[config.mk]
export PLATFORM = sky130hd
export DESIGN_NAME = stepper_speed_ramp_period_top_flat
export DESIGN_NICKNAME = d
export VERILOG_FILES = /design/src/sv/srp_pkg.sv /design/src/sv/srp_if.sv /design/src/sv/stepper_speed_ramp_period_top.sv /design/src/flat_wrapper.sv
export SDC_FILE = /design/constraint.sdc
export NUM_CORES = 1
export LEC_CHECK = 0
export BUFFER_PORTS_ARGS = -buffer_cell sky130_fd_sc_hd__buf_2
export CAP_MARGIN = 20
export CELL_PAD_IN_SITES_DETAIL_PLACEMENT = 1
export CELL_PAD_IN_SITES_GLOBAL_PLACEMENT = 2
export CORE_ASPECT_RATIO = 1.1
export CORE_UTILIZATION = 41
export DETAILED_ROUTE_END_ITERATION = 12
export PLACE_DENSITY_LB_ADDON = 0.3
export SYNTH_ARGS = -nofsm -noshare
export SYNTH_HDL_FRONTEND = slang
export SYNTH_SLANG_ARGS = --single-unit
[constraint.sdc]
create_clock -name clk_i -period 7.1 [get_ports clk_i]
set_input_delay 1.065 -clock clk_i [delete_from_list [all_inputs] [get_ports clk_i]]
set_output_delay 1.065 -clock clk_i [all_outputs]
set_load 0.02 [all_outputs]
[src/sv/srp_pkg.sv]
// Shared types, constants and helpers for the stepper speed ramp and period block.
// No dependencies; every other file of the block imports this package.
package srp_pkg;

  // Axis limits and period scale
  localparam int TOP_SPEED  = 15000;
  localparam int TICK_SCALE = 100000;

  // Field and register widths
  localparam int INPUT_W = 20;
  localparam int SPEED_W = 19;
  localparam int MAG_W   = SPEED_W - 1;
  localparam int WIDE_W  = INPUT_W + 1;
  localparam int RES_W   = 32;
  localparam int ACC_W   = 18;
  localparam int CFG_W   = 32;
  localparam int CFG_IDX_W = 1;
  localparam int PER_W   = 32;
  localparam int DIR_W   = 2;

  // Speed limit in Q.4
  localparam int SPEED_LIM = TOP_SPEED * 16;

  // Period numerator: 2*TICK_SCALE*R + 4096*|S|, divided by 8192*|S|
  localparam int NUM_SCALE = 2 * TICK_SCALE;
  localparam int SCALE_W   = $clog2(NUM_SCALE + 1);
  localparam int NUM_W     = SCALE_W + RES_W + 1;
  localparam int HALF_SH   = 12;
  localparam int DEN_SH    = 13;
  localparam int QUOT_W    = NUM_W - DEN_SH;
  localparam int CNT_W     = $clog2(QUOT_W + 1);

  localparam logic [PER_W-1:0] PERIOD_MAX = '1;
  localparam logic [RES_W-1:0] RES_RESET  = RES_W'(65536);
  localparam logic [ACC_W-1:0] ACC_RESET  = ACC_W'(16);

  localparam logic signed [DIR_W-1:0] DIR_FWD  = 2'sb01;
  localparam logic signed [DIR_W-1:0] DIR_REV  = 2'sb11;
  localparam logic signed [DIR_W-1:0] DIR_STOP = 2'sb00;

  typedef enum logic [CFG_IDX_W-1:0] {
    CFG_RESOLUTION   = 1'b0,
    CFG_ACCELERATION = 1'b1
  } cfg_idx_e;

  typedef enum logic {
    CMD_SET  = 1'b0,
    CMD_RAMP = 1'b1
  } cmd_e;

  typedef enum logic [2:0] {
    ST_IDLE,
    ST_MUL,
    ST_LOAD,
    ST_DIV,
    ST_OUT
  } srp_state_e;

  // Saturate the quotient to the period width
  function automatic logic [PER_W-1:0] sat_period(input logic [QUOT_W-1:0] q);
    logic [QUOT_W+PER_W-1:0] qx;
    logic [QUOT_W+PER_W-1:0] lim;
    qx  = {{PER_W{1'b0}}, q};
    lim = {{QUOT_W{1'b0}}, PERIOD_MAX};
    if (qx > lim) begin
      return PERIOD_MAX;
    end
    return qx[PER_W-1:0];
  endfunction

endpackage

[src/sv/srp_if.sv]
// Valid/ready channel interfaces for speed commands and speed results.
// Depends on srp_pkg for field widths.
interface srp_cmd_if import srp_pkg::*; ();
  logic                      valid;
  logic                      ready;
  logic                      command;
  logic signed [INPUT_W-1:0] speed_value;

  modport source (output valid, output command, output speed_value, input ready);
  modport sink   (input valid, input command, input speed_value, output ready);
endinterface

interface srp_res_if import srp_pkg::*; ();
  logic                      valid;
  logic                      ready;
  logic signed [SPEED_W-1:0] speed_now;
  logic [PER_W-1:0]          period_ticks;
  logic signed [DIR_W-1:0]   direction;

  modport source (output valid, output speed_now, output period_ticks, output direction,
                  input ready);
  modport sink   (input valid, input speed_now, input period_ticks, input direction,
                  output ready);
endinterface

[src/sv/stepper_speed_ramp_period_top.sv]
// Stepper axis speed ramp with step period generation, top level.
// Depends on srp_pkg and the channel interfaces in srp_if.sv.
//
//  channel  dir  payload                                   transfer when
//  cmd_i    in   command, speed_value                      valid & ready
//  res_o    out  speed_now, period_ticks, direction        valid & ready
//  cfg      in   cfg_we_i, cfg_idx_i, cfg_wdata_i          cfg_we_i high
//
// The period comes from a bit-serial restoring divider, one quotient bit a
// cycle; a zero speed skips the divider. The block takes a new command only
// when idle; the result register holds a finished result while the next
// command is accepted, and a stalled result holds the sequencer in its output
// step. Reset clears the speed to zero and loads the register defaults.
module stepper_speed_ramp_period_top import srp_pkg::*; (
  input  logic                 clk_i,
  input  logic                 rst_ni,
  input  logic                 cfg_we_i,
  input  logic [CFG_IDX_W-1:0] cfg_idx_i,
  input  logic [CFG_W-1:0]     cfg_wdata_i,
  srp_cmd_if.sink              cmd_i,
  srp_res_if.source            res_o
);

  srp_state_e state_q, state_d;

  logic [RES_W-1:0]          res_q;
  logic [ACC_W-1:0]          acc_q;
  logic signed [SPEED_W-1:0] speed_q, speed_d;
  logic [CNT_W-1:0]          cnt_q, cnt_d;
  logic                      out_valid_q, out_valid_d;

  logic [MAG_W-1:0]          mag_q, mag_d;
  logic [NUM_W-1:0]          prod_q, prod_d;
  logic [QUOT_W-1:0]         dvd_q, dvd_d;
  logic [MAG_W-1:0]          rem_q, rem_d;
  logic signed [SPEED_W-1:0] out_speed_q, out_speed_d;
  logic [PER_W-1:0]          out_per_q, out_per_d;
  logic signed [DIR_W-1:0]   out_dir_q, out_dir_d;

  // Ramp arithmetic
  logic signed [WIDE_W-1:0] lim_pos, lim_neg, req, tgt, cur, acc, up, dn, nxt;
  logic signed [SPEED_W-1:0] neg_speed;

  // Scaled resolution
  logic [SCALE_W+RES_W-1:0] scaled_res;

  // Divider step
  logic [MAG_W:0]   rem_sh;
  logic [MAG_W+1:0] diff;
  logic             qbit;
  logic             load;

  // Clamp the request, then set the speed to it or step the speed toward it
  always_comb begin
    lim_pos = WIDE_W'(SPEED_LIM);
    lim_neg = -lim_pos;
    req = WIDE_W'(cmd_i.speed_value);
    if (req > lim_pos) begin
      tgt = lim_pos;
    end else if (req < lim_neg) begin
      tgt = lim_neg;
    end else begin
      tgt = req;
    end
    cur = WIDE_W'(speed_q);
    acc = $signed({{(WIDE_W-ACC_W){1'b0}}, acc_q});
    up  = cur + acc;
    dn  = cur - acc;
    if (cmd_e'(cmd_i.command) == CMD_SET) begin
      nxt = tgt;
    end else if (cur < tgt) begin
      nxt = (up >= tgt) ? tgt : up;
    end else if (cur > tgt) begin
      nxt = (dn <= tgt) ? tgt : dn;
    end else begin
      nxt = cur;
    end
  end

  // Shift-and-subtract step of the period divider
  always_comb begin
    rem_sh = {rem_q, dvd_q[QUOT_W-1]};
    diff   = {1'b0, rem_sh} - {2'b00, mag_q};
    qbit   = ~diff[MAG_W+1];
  end

  assign neg_speed  = -speed_q;
  assign scaled_res = SCALE_W'(NUM_SCALE) * res_q;

  // Sequencer and datapath next values
  always_comb begin
    state_d     = state_q;
    speed_d     = speed_q;
    cnt_d       = cnt_q;
    mag_d       = mag_q;
    prod_d      = prod_q;
    dvd_d       = dvd_q;
    rem_d       = rem_q;
    out_speed_d = out_speed_q;
    out_per_d   = out_per_q;
    out_dir_d   = out_dir_q;
    load        = 1'b0;
    cmd_i.ready = 1'b0;

    case (state_q)
      ST_IDLE: begin
        cmd_i.ready = 1'b1;
        if (cmd_i.valid) begin
          speed_d = nxt[SPEED_W-1:0];
          state_d = ST_MUL;
        end
      end
      ST_MUL: begin
        // take the magnitude and form the scaled resolution
        mag_d  = speed_q[SPEED_W-1] ? neg_speed[MAG_W-1:0] : speed_q[MAG_W-1:0];
        prod_d = NUM_W'(scaled_res);
        state_d = (speed_q == '0) ? ST_OUT : ST_LOAD;
      end
      ST_LOAD: begin
        // add the rounding half and drop the power-of-two part of the divisor
        dvd_d   = QUOT_W'((prod_q + (NUM_W'(mag_q) << HALF_SH)) >> DEN_SH);
        rem_d   = '0;
        cnt_d   = CNT_W'(QUOT_W);
        state_d = ST_DIV;
      end
      ST_DIV: begin
        rem_d = qbit ? diff[MAG_W-1:0] : rem_sh[MAG_W-1:0];
        dvd_d = {dvd_q[QUOT_W-2:0], qbit};
        cnt_d = cnt_q - 1'b1;
        if (cnt_q == CNT_W'(1)) begin
          state_d = ST_OUT;
        end
      end
      ST_OUT: begin
        // hand over once the result register is free
        if (!out_valid_q || res_o.ready) begin
          load        = 1'b1;
          out_speed_d = speed_q;
          if (speed_q == '0) begin
            out_per_d = PERIOD_MAX;
            out_dir_d = DIR_STOP;
          end else begin
            out_per_d = sat_period(dvd_q);
            out_dir_d = speed_q[SPEED_W-1] ? DIR_REV : DIR_FWD;
          end
          state_d = ST_IDLE;
        end
      end
      default: begin
        state_d = ST_IDLE;
      end
    endcase

    out_valid_d = load | (out_valid_q & ~res_o.ready);
  end

  // Control registers and configuration
  always_ff @(posedge clk_i or negedge rst_ni) begin
    if (!rst_ni) begin
      state_q     <= ST_IDLE;
      speed_q     <= '0;
      cnt_q       <= '0;
      out_valid_q <= 1'b0;
      res_q       <= RES_RESET;
      acc_q       <= ACC_RESET;
    end else begin
      state_q     <= state_d;
      speed_q     <= speed_d;
      cnt_q       <= cnt_d;
      out_valid_q <= out_valid_d;
      if (cfg_we_i) begin
        case (cfg_idx_e'(cfg_idx_i))
          CFG_RESOLUTION:   res_q <= cfg_wdata_i[RES_W-1:0];
          CFG_ACCELERATION: acc_q <= cfg_wdata_i[ACC_W-1:0];
          default: ;
        endcase
      end
    end
  end

  // Datapath registers
  always_ff @(posedge clk_i) begin
    mag_q       <= mag_d;
    prod_q      <= prod_d;
    dvd_q       <= dvd_d;
    rem_q       <= rem_d;
    out_speed_q <= out_speed_d;
    out_per_q   <= out_per_d;
    out_dir_q   <= out_dir_d;
  end

  assign res_o.valid        = out_valid_q;
  assign res_o.speed_now    = out_speed_q;
  assign res_o.period_ticks = out_per_q;
  assign res_o.direction    = out_dir_q;

endmodule

[src/flat_wrapper.sv]
// flat-port wrapper written by rule: the top's interface ports become plain ports
module stepper_speed_ramp_period_top_flat import srp_pkg::*;
  (clk_i, rst_ni, cfg_we_i, cfg_idx_i, cfg_wdata_i, cmd_i_valid, cmd_i_command, cmd_i_speed_value, cmd_i_ready, res_o_valid, res_o_speed_now, res_o_period_ticks, res_o_direction, res_o_ready);
  srp_cmd_if cmd_i_i ();
  srp_res_if res_o_i ();
  input  logic clk_i;
  input  logic rst_ni;
  input  logic cfg_we_i;
  input  logic [CFG_IDX_W-1:0] cfg_idx_i;
  input  logic [CFG_W-1:0] cfg_wdata_i;
  input wire logic [$bits(cmd_i_i.valid)-1:0] cmd_i_valid;
  input wire logic [$bits(cmd_i_i.command)-1:0] cmd_i_command;
  input wire logic [$bits(cmd_i_i.speed_value)-1:0] cmd_i_speed_value;
  output wire logic [$bits(cmd_i_i.ready)-1:0] cmd_i_ready;
  output wire logic [$bits(res_o_i.valid)-1:0] res_o_valid;
  output wire logic [$bits(res_o_i.speed_now)-1:0] res_o_speed_now;
  output wire logic [$bits(res_o_i.period_ticks)-1:0] res_o_period_ticks;
  output wire logic [$bits(res_o_i.direction)-1:0] res_o_direction;
  input wire logic [$bits(res_o_i.ready)-1:0] res_o_ready;
  assign cmd_i_i.valid = cmd_i_valid;
  assign cmd_i_i.command = cmd_i_command;
  assign cmd_i_i.speed_value = cmd_i_speed_value;
  assign cmd_i_ready = cmd_i_i.ready;
  assign res_o_valid = res_o_i.valid;
  assign res_o_speed_now = res_o_i.speed_now;
  assign res_o_period_ticks = res_o_i.period_ticks;
  assign res_o_direction = res_o_i.direction;
  assign res_o_i.ready = res_o_ready;
  stepper_speed_ramp_period_top u_core (.clk_i(clk_i), .rst_ni(rst_ni), .cfg_we_i(cfg_we_i), .cfg_idx_i(cfg_idx_i), .cfg_wdata_i(cfg_wdata_i), .cmd_i(cmd_i_i), .res_o(res_o_i));
endmodule
==> run_results.csv, run 1 <==
group,metric,value,unit
logic_synthesis,ys.flop_type,"edfxtp_1",
cts,clock_sinks,244,
floorplan,dieArea,0.05329,mm2
floorplan,dieWidth,220.2,um
routing,first_pass_iters,8,
cts,cts_buffers,30,
global_route,grt_pass1_vias,16820,
cts,tritoncts,"yes",
place,dp_slack,0.8337,ns
run_status,status,"complete, but fails checks",
logic_synthesis,syn_nets,2599,
logic_synthesis,async_flop_share,32.38,%
min_path,hp-class,"in2async",
worst_setup_path,worst_setup_path_end_kind,"flop",
floorplan,die_h,242.0,um
cts,cts_hold_buf,0,
logic_synthesis,syn_area,0.02147,mm2
global_route,grt_antenna_before_repair,0,
floorplan,row_count,87,
sta,setup_tns,0,ns
floorplan,coreArea,0.05149,mm2
routing,wirelength,58150,um
cts,h-tree-depth,1,
place,dp_hpwl,47490,um
worst_setup_path,arrival,6.09,ns
layout,drive_gt1_share,13.31,%
routing,first_iter_violations,651,
global_route,grt_pass1_wl,92930,um
worst_setup_path,reg2reg_slack,1.35,ns
sta,min_period_over_period,81.00,%
routing,vias_per_cell,5.366,
sta,worst_slack,1.349,ns
sta,rsz0062_at_grt,"false",
sta,finalSetupViolations,0,
logic_synthesis,synth_edf_count,165,
cts,clockRootBuffer,"clkbuf_16",
routing,vias,15710,
floorplan,pin_count,114,
worst_setup_path,r2r-end,"u_core.prod_q[48]$_DFFE_PN_",
place,port_buffers,113,
worst_setup_path,critPathRequiredTime,7.44,ns
cts,post-cts-setup-buffer-count,0,
sta,worstMarginPinSlew,0.9185,ns
layout,n_antenna_cell,0,
cts,cts.repair.resized,0,
sta,max_freq,173.9,MHz
logic_synthesis,syn-instance-count,2134,
logic_synthesis,synth.avg_cell_area,10.06,um2
layout,areaGrowthSynthToFinish,10.91,%
sta,min_period,5.751,ns
logic_synthesis,synth_cell_types,88,
layout,nets,2703,
sta,clock_skew,0.02529,ns
cts,cts_max_path_buffers,3,
routing,ant_nets,0,
place,place.gp.congestion,0.8765,
worst_setup_path,criticalPathCategory,"reg2reg",
routing,wl_per_cell,19.86,um
cts,clk_pin_slew_worst_paths,0.06,ns
worst_setup_path,r2r_start,"u_core.res_q[20]$_DFFE_PN0P_",
run_status,violations,"DRC",
logic_synthesis,ys_ff_latch,244,
floorplan,initial_core_util,41.70,%
worst_setup_path,path_max_fanout,6,
worst_setup_path,cp-start-kind,"flop",
worst_setup_path,r2r_cells,18,
sta,slew_viol_final,0,
sta,slew_headroom,38.64,%
global_route,grt_remaining_overflow,0,
global_route,grt_max_degree,64,
flow_run,drv_cap,0,
routing,drc,7,
sta,finalHoldViolCount,0,
logic_synthesis,yosys_warnings,0,
logic_synthesis,yosysSeqAreaShare,32.29,%
global_route,track_usage,22.16,%
cts,clk_latency,0.60,ns
## state kept, by name, summed over array words and instances (netlist names)
register / flops
u_core.state_q: 3
u_core.prod_q: 38
u_core.cnt_q: 6
u_core.rem_q: 18
u_core.res_o.valid: 1
u_core.res_o.period_ticks: 32
u_core.res_o.direction: 2
u_core.mag_q: 18
u_core.res_q: 32
u_core.speed_q: 19
u_core.acc_q: 18
u_core.dvd_q: 38
u_core.res_o.speed_now: 19
## worst max path at each step
stage                                        from                        endpoint
global placement             cmd_i_speed_value[8]  u_core.speed_q[12]$_DFFE_PN0P_
CTS                  u_core.res_q[20]$_DFFE_PN0P_     u_core.prod_q[48]$_DFFE_PN_
global route        u_core.speed_q[2]$_DFFE_PN0P_  u_core.speed_q[11]$_DFFE_PN0P_
detailed placement           cmd_i_speed_value[8]  u_core.speed_q[12]$_DFFE_PN0P_
floorplan            u_core.res_q[16]$_DFFE_PN1P_     u_core.prod_q[49]$_DFFE_PN_
finish               u_core.res_q[20]$_DFFE_PN0P_     u_core.prod_q[48]$_DFFE_PN_
## layer usage
metal,wire (um),part of all wire [%],vias up,GRT usage (%)
li1,-,-,7645,-
met1,27470,47,7804,30.02
met2,27660,48,193,37.35
met3,1919,3.3,69,2.950
met4,1103,1.9,0,4.868
met5,0,0,-,0
## layout by cell type, fill, tap and decap left out, drive strengths merged, types with 10 or more instances in the layout
| cell | n |
|---|---|
| inv | 331 |
| ha | 294 |
| edfxtp | 165 |
| buf | 125 |
| a21oi | 118 |
| nand2 | 115 |
| nor2 | 113 |
| fa | 112 |
| o21ai | 99 |
| xnor2 | 81 |
| dfrtp | 77 |
| nand2b | 55 |
| mux2 | 49 |
| xor2 | 48 |
| nand3 | 43 |
| a21o | 40 |
| clkbuf | 36 |
| nor3 | 28 |
| o21a | 23 |
| nand4 | 22 |
| nor2b | 19 |
| and3 | 19 |
| o31ai | 18 |
| a211oi | 17 |
| a31oi | 16 |
| o21bai | 14 |
| clkinv | 14 |
| or3 | 12 |
| o22ai | 12 |
| mux2i | 11 |
| or2 | 10 |
| a221oi | 10 |
## Yosys cell counts, drive strengths merged (11+ instances only)
| cell | count | area [um2] |
|---|---|---|
| inv | 329 | 1235 |
| ha | 294 | 3679 |
| edfxtp | 165 | 4955 |
| a21oi | 118 | 601.8 |
| nand2 | 115 | 431.7 |
| nor2 | 113 | 424.2 |
| fa | 112 | 2242 |
| o21ai | 99 | 510.5 |
| xnor2 | 81 | 716.9 |
| dfrtp | 77 | 1927 |
| nand2b | 55 | 419.2 |
| mux2 | 49 | 551.8 |
| xor2 | 48 | 420.4 |
| nand3 | 43 | 215.2 |
| a21o | 40 | 300.3 |
| clkbuf | 39 | 146.4 |
| nor3 | 28 | 140.1 |
| o21a | 23 | 172.7 |
| nand4 | 22 | 137.6 |
| and3 | 19 | 123.9 |
| nor2b | 19 | 118.9 |
| o31ai | 18 | 140.1 |
| a211oi | 17 | 137.6 |
| a31oi | 16 | 100.1 |
| buf | 14 | 96.34 |
| o21bai | 14 | 105.1 |
| o22ai | 12 | 75.07 |
| or3 | 12 | 75.07 |
| mux2i | 11 | 110.1 |
## logic make-up (layout without fill, tap and decap cells)
group | after synthesis | count (layout) | share of synthesized area (%)
buffers and inverters | 383 | 510 | 6.899
XOR/XNOR | 129 | 129 | 5.297
flip-flops | 244 | 244 | 32.29
adder cells (fa/ha/maj) | 407 | 407 | 27.62
AO/OA/AOI/OAI | 440 | 440 | 13.55
multiplexers | 60 | 60 | 3.082
AND/OR/NAND/NOR | 471 | 471 | 11.25
## critical path, stage by stage, from the launching register on
cell	delay (ns)
dfrtp_1	0.44
ha_1	0.33
ha_1	0.35
inv_1	0.08
fa_1	0.54
inv_1	0.06
fa_1	0.52
inv_1	0.05
fa_1	0.52
inv_1	0.04
ha_1	0.38
and3_1	0.20
or3b_2	0.49
o311ai_1	0.44
nand2_1	0.10
o21ai_0	0.39
a211oi_1	0.18
o31ai_1	0.27
xor2_1	0.10
## per-stage QoR
| step | utilization (%) | hold WS [ns] | cells | area (um2) |
|---|---|---|---|---|
| after floorplan | - | 0.4788 | 2134 | 21470 |
| after global placement | 44.15 | 0.5204 | 2871 | 22730 |
| after detailed placement | 44.15 | 0.5269 | 2871 | 22730 |
| after CTS | 46.16 | 0.3461 | 2926 | 23770 |
| after global routing | 46.26 | 0.3672 | 2928 | 23820 |
| final | 46.26 | 0.3623 | 2928 | 23820 |
## cell type report
class | count | area [um2]
repair buffers | 125 | 690.7
flip-flops and latches | 244 | 6934
fillers | 5779 | 27670
multi-input cells | 1507 | 13080
inverters | 330 | 1239
clock inverters | 19 | 178.9
well taps | 667 | 834.6
clock buffers | 36 | 857.1
Power of run 1 is left out: the tool's default activity adds up to more than one toggle a clock period on the data nets, which glitch-free logic cannot reach.
==> run 2: changes to the inputs <==
==> constraint.sdc (replaced) <==
create_clock -name clk_i -period 5.8 [get_ports clk_i]
set_input_delay 0.87 -clock clk_i [delete_from_list [all_inputs] [get_ports clk_i]]
set_output_delay 0.87 -clock clk_i [all_outputs]
set_load 0.02 [all_outputs]
==> run 2 against run 1 <==
  * The flow still finishes with violations (DRC)
  * Cell count rose by 0.79%
  * Sequential cell count did not move
  * Register-to-register slack got worse by 1.0 ns
  * Sequential share of layout area fell by 0.15 points
  * Core utilization rose by 0.24 points
  * Die area did not move
  * Hold slack got worse by 0.13 ns
  * Setup slack got worse by 1.0 ns
  * Clock-buffer cell count fell by 1
  * Wire length rose by 1.1%
  * Critical path depth did not move
  * Fmax rose by 4.6%
==> run_results.csv, run 2 (synthesized netlist as in run 1, its figures left out) <==
group,metric,value,unit
routing,first_iter_violations,713,
worst_setup_path,arrival,5.82,ns
sta,rsz0062_at_grt,"false",
routing,wirelength,58780,um
place,port_buffers,113,
cts,tritoncts,"yes",
flow_run,drv_cap,0,
global_route,grt_remaining_overflow,0,
worst_setup_path,critPathRequiredTime,6.12,ns
sta,min_period_over_period,94.77,%
run_status,status,"complete, but fails checks",
sta,finalHoldViolCount,0,
cts,cts_max_path_buffers,3,
run_status,violations,"DRC",
floorplan,coreArea,0.05149,mm2
sta,max_freq,181.9,MHz
routing,vias,15840,
sta,clock_skew,0.01767,ns
worst_setup_path,crit_start,"u_core.res_q[20]$_DFFE_PN0P_",
routing,vias_per_cell,5.368,
cts,h-tree-depth,1,
cts,cts_buffers,29,
layout,drive_gt1_share,14.36,%
routing,drc,3,
routing,wl_per_cell,19.92,um
layout,final_common_cell,"inv_1",
global_route,grt_pass1_vias,17040,
global_route,track_usage,22.45,%
worst_setup_path,r2r_cells,18,
sta,min_period,5.496,ns
floorplan,row_count,87,
worst_setup_path,r2r-end,"u_core.prod_q[48]$_DFFE_PN_",
layout,mostFrequentLayoutCells,"inv_1, ha_1, edfxtp_1",
cts,cts_hold_buf,0,
global_route,grt_pass1_wl,94210,um
worst_setup_path,r2r_start,"u_core.res_q[20]$_DFFE_PN0P_",
routing,first_pass_iters,9,
worst_setup_path,path_max_fanout,6,
worst_setup_path,criticalPathCategory,"reg2reg",
layout,nets,2726,
floorplan,die_h,242.0,um
floorplan,dieArea,0.05329,mm2
place,place.gp.congestion,0.9159,
floorplan,initial_core_util,41.70,%
layout,reg_top3,"u_core.dvd_q: 38 flops, u_core.prod_q: 38 flops",
cts,clk_pin_slew_worst_paths,0.06,ns
layout,areaGrowthSynthToFinish,11.50,%
min_path,hp-class,"in2async",
sta,finalSetupViolations,0,
place,dp_hpwl,47530,um
floorplan,dieWidth,220.2,um
routing,ant_nets,0,
sta,setup_tns,0,ns
sta,slew_viol_final,0,
worst_setup_path,cp-start-kind,"flop",
cts,clockRootBuffer,"clkbuf_16",
worst_setup_path,critPathCapture,"u_core.prod_q[48]$_DFFE_PN_",
cts,clk_latency,0.60,ns
cts,clock_sinks,244,
sta,worstMarginPinSlew,0.9279,ns
global_route,grt_antenna_before_repair,1,
sta,slew_headroom,38.01,%
floorplan,pin_count,114,
layout,n_antenna_cell,0,
global_route,grt_max_degree,63,
worst_setup_path,reg2reg_slack,0.30,ns
worst_setup_path,worst_setup_path_end_kind,"flop",
==> run 2: worst min-delay path by stage <==
stage                                         from                                          to  slack (ns)
global placement      u_core.res_o.valid$_DFF_PN0_                u_core.res_o.valid$_DFF_PN0_        0.52
CTS                                         rst_ni                 u_core.cnt_q[1]$_DFFE_PN0P_        0.23
global route                                rst_ni                 u_core.cnt_q[3]$_DFFE_PN0P_        0.25
floorplan           u_core.speed_q[18]$_DFFE_PN0P_        u_core.res_o.speed_now[18]$_DFFE_PP_        0.48
finish                                      rst_ni              u_core.speed_q[17]$_DFFE_PN0P_        0.23
detailed placement       u_core.dvd_q[3]$_DFFE_PP_  u_core.res_o.period_ticks[3]$_SDFFCE_PP1P_        0.53
==> run 2: repair_timing <==
action	4_1_cts	5_1_grt
setup buffers	0	0
resized for setup	0	8
endpoints found under the setup margin	0	5
==> run 2: area by class of cell <==
type	instances	area, um2
Clock inverter	19	195.2
Clock buffer	35	768.2
Inverter	330	1239
Tap cell	667	834.6
Multi-Input combinational cell	1507	13120
Fill cell	5794	27550
Timing Repair Buffer	149	850.8
Sequential cell	244	6934
==> run 2: routing by layer <==
| layer | share of wire (%) | track usage (%) | vias up |
|---|---|---|---|
| met4 | 1.5 | 4.118 | 0 |
| met2 | 48 | 38.00 | 186 |
| li1 | - | - | 7670 |
| met1 | 47 | 30.96 | 7924 |
| met5 | 0 | 0 | - |
| met3 | 3.3 | 2.423 | 60 |
==> run 2: metrics by stage <==
step | instances | worst slack (ns) | area (um2) | hold slack, ns | util [%]
after floorplan | 2134 | 0.6330 | 21470 | 0.4788 | -
after global placement | 2896 | 0.3520 | 22920 | 0.5232 | 44.52
after detailed placement | 2896 | 0.09004 | 22920 | 0.5329 | 44.52
after CTS | 2950 | 0.06338 | 23880 | 0.2281 | 46.39
after global routing | 2951 | 0.04454 | 23940 | 0.2499 | 46.50
final | 2951 | 0.3036 | 23940 | 0.2318 | 46.50
==> run 2: critical path, stage by stage (launching register included) <==
cell and delay (ns):
dfrtp_1 0.43, ha_1 0.33, ha_1 0.32, inv_1 0.08, fa_1 0.54, inv_1 0.06
fa_1 0.54, inv_1 0.06, fa_1 0.53, inv_1 0.04, ha_1 0.38, and3_1 0.22
or3b_2 0.51, o311ai_4 0.28, nand2_1 0.11, o21ai_2 0.16, a211oi_1 0.12, o31ai_1 0.38
xor2_1 0.12
Power of run 2 is left out for the same reason.
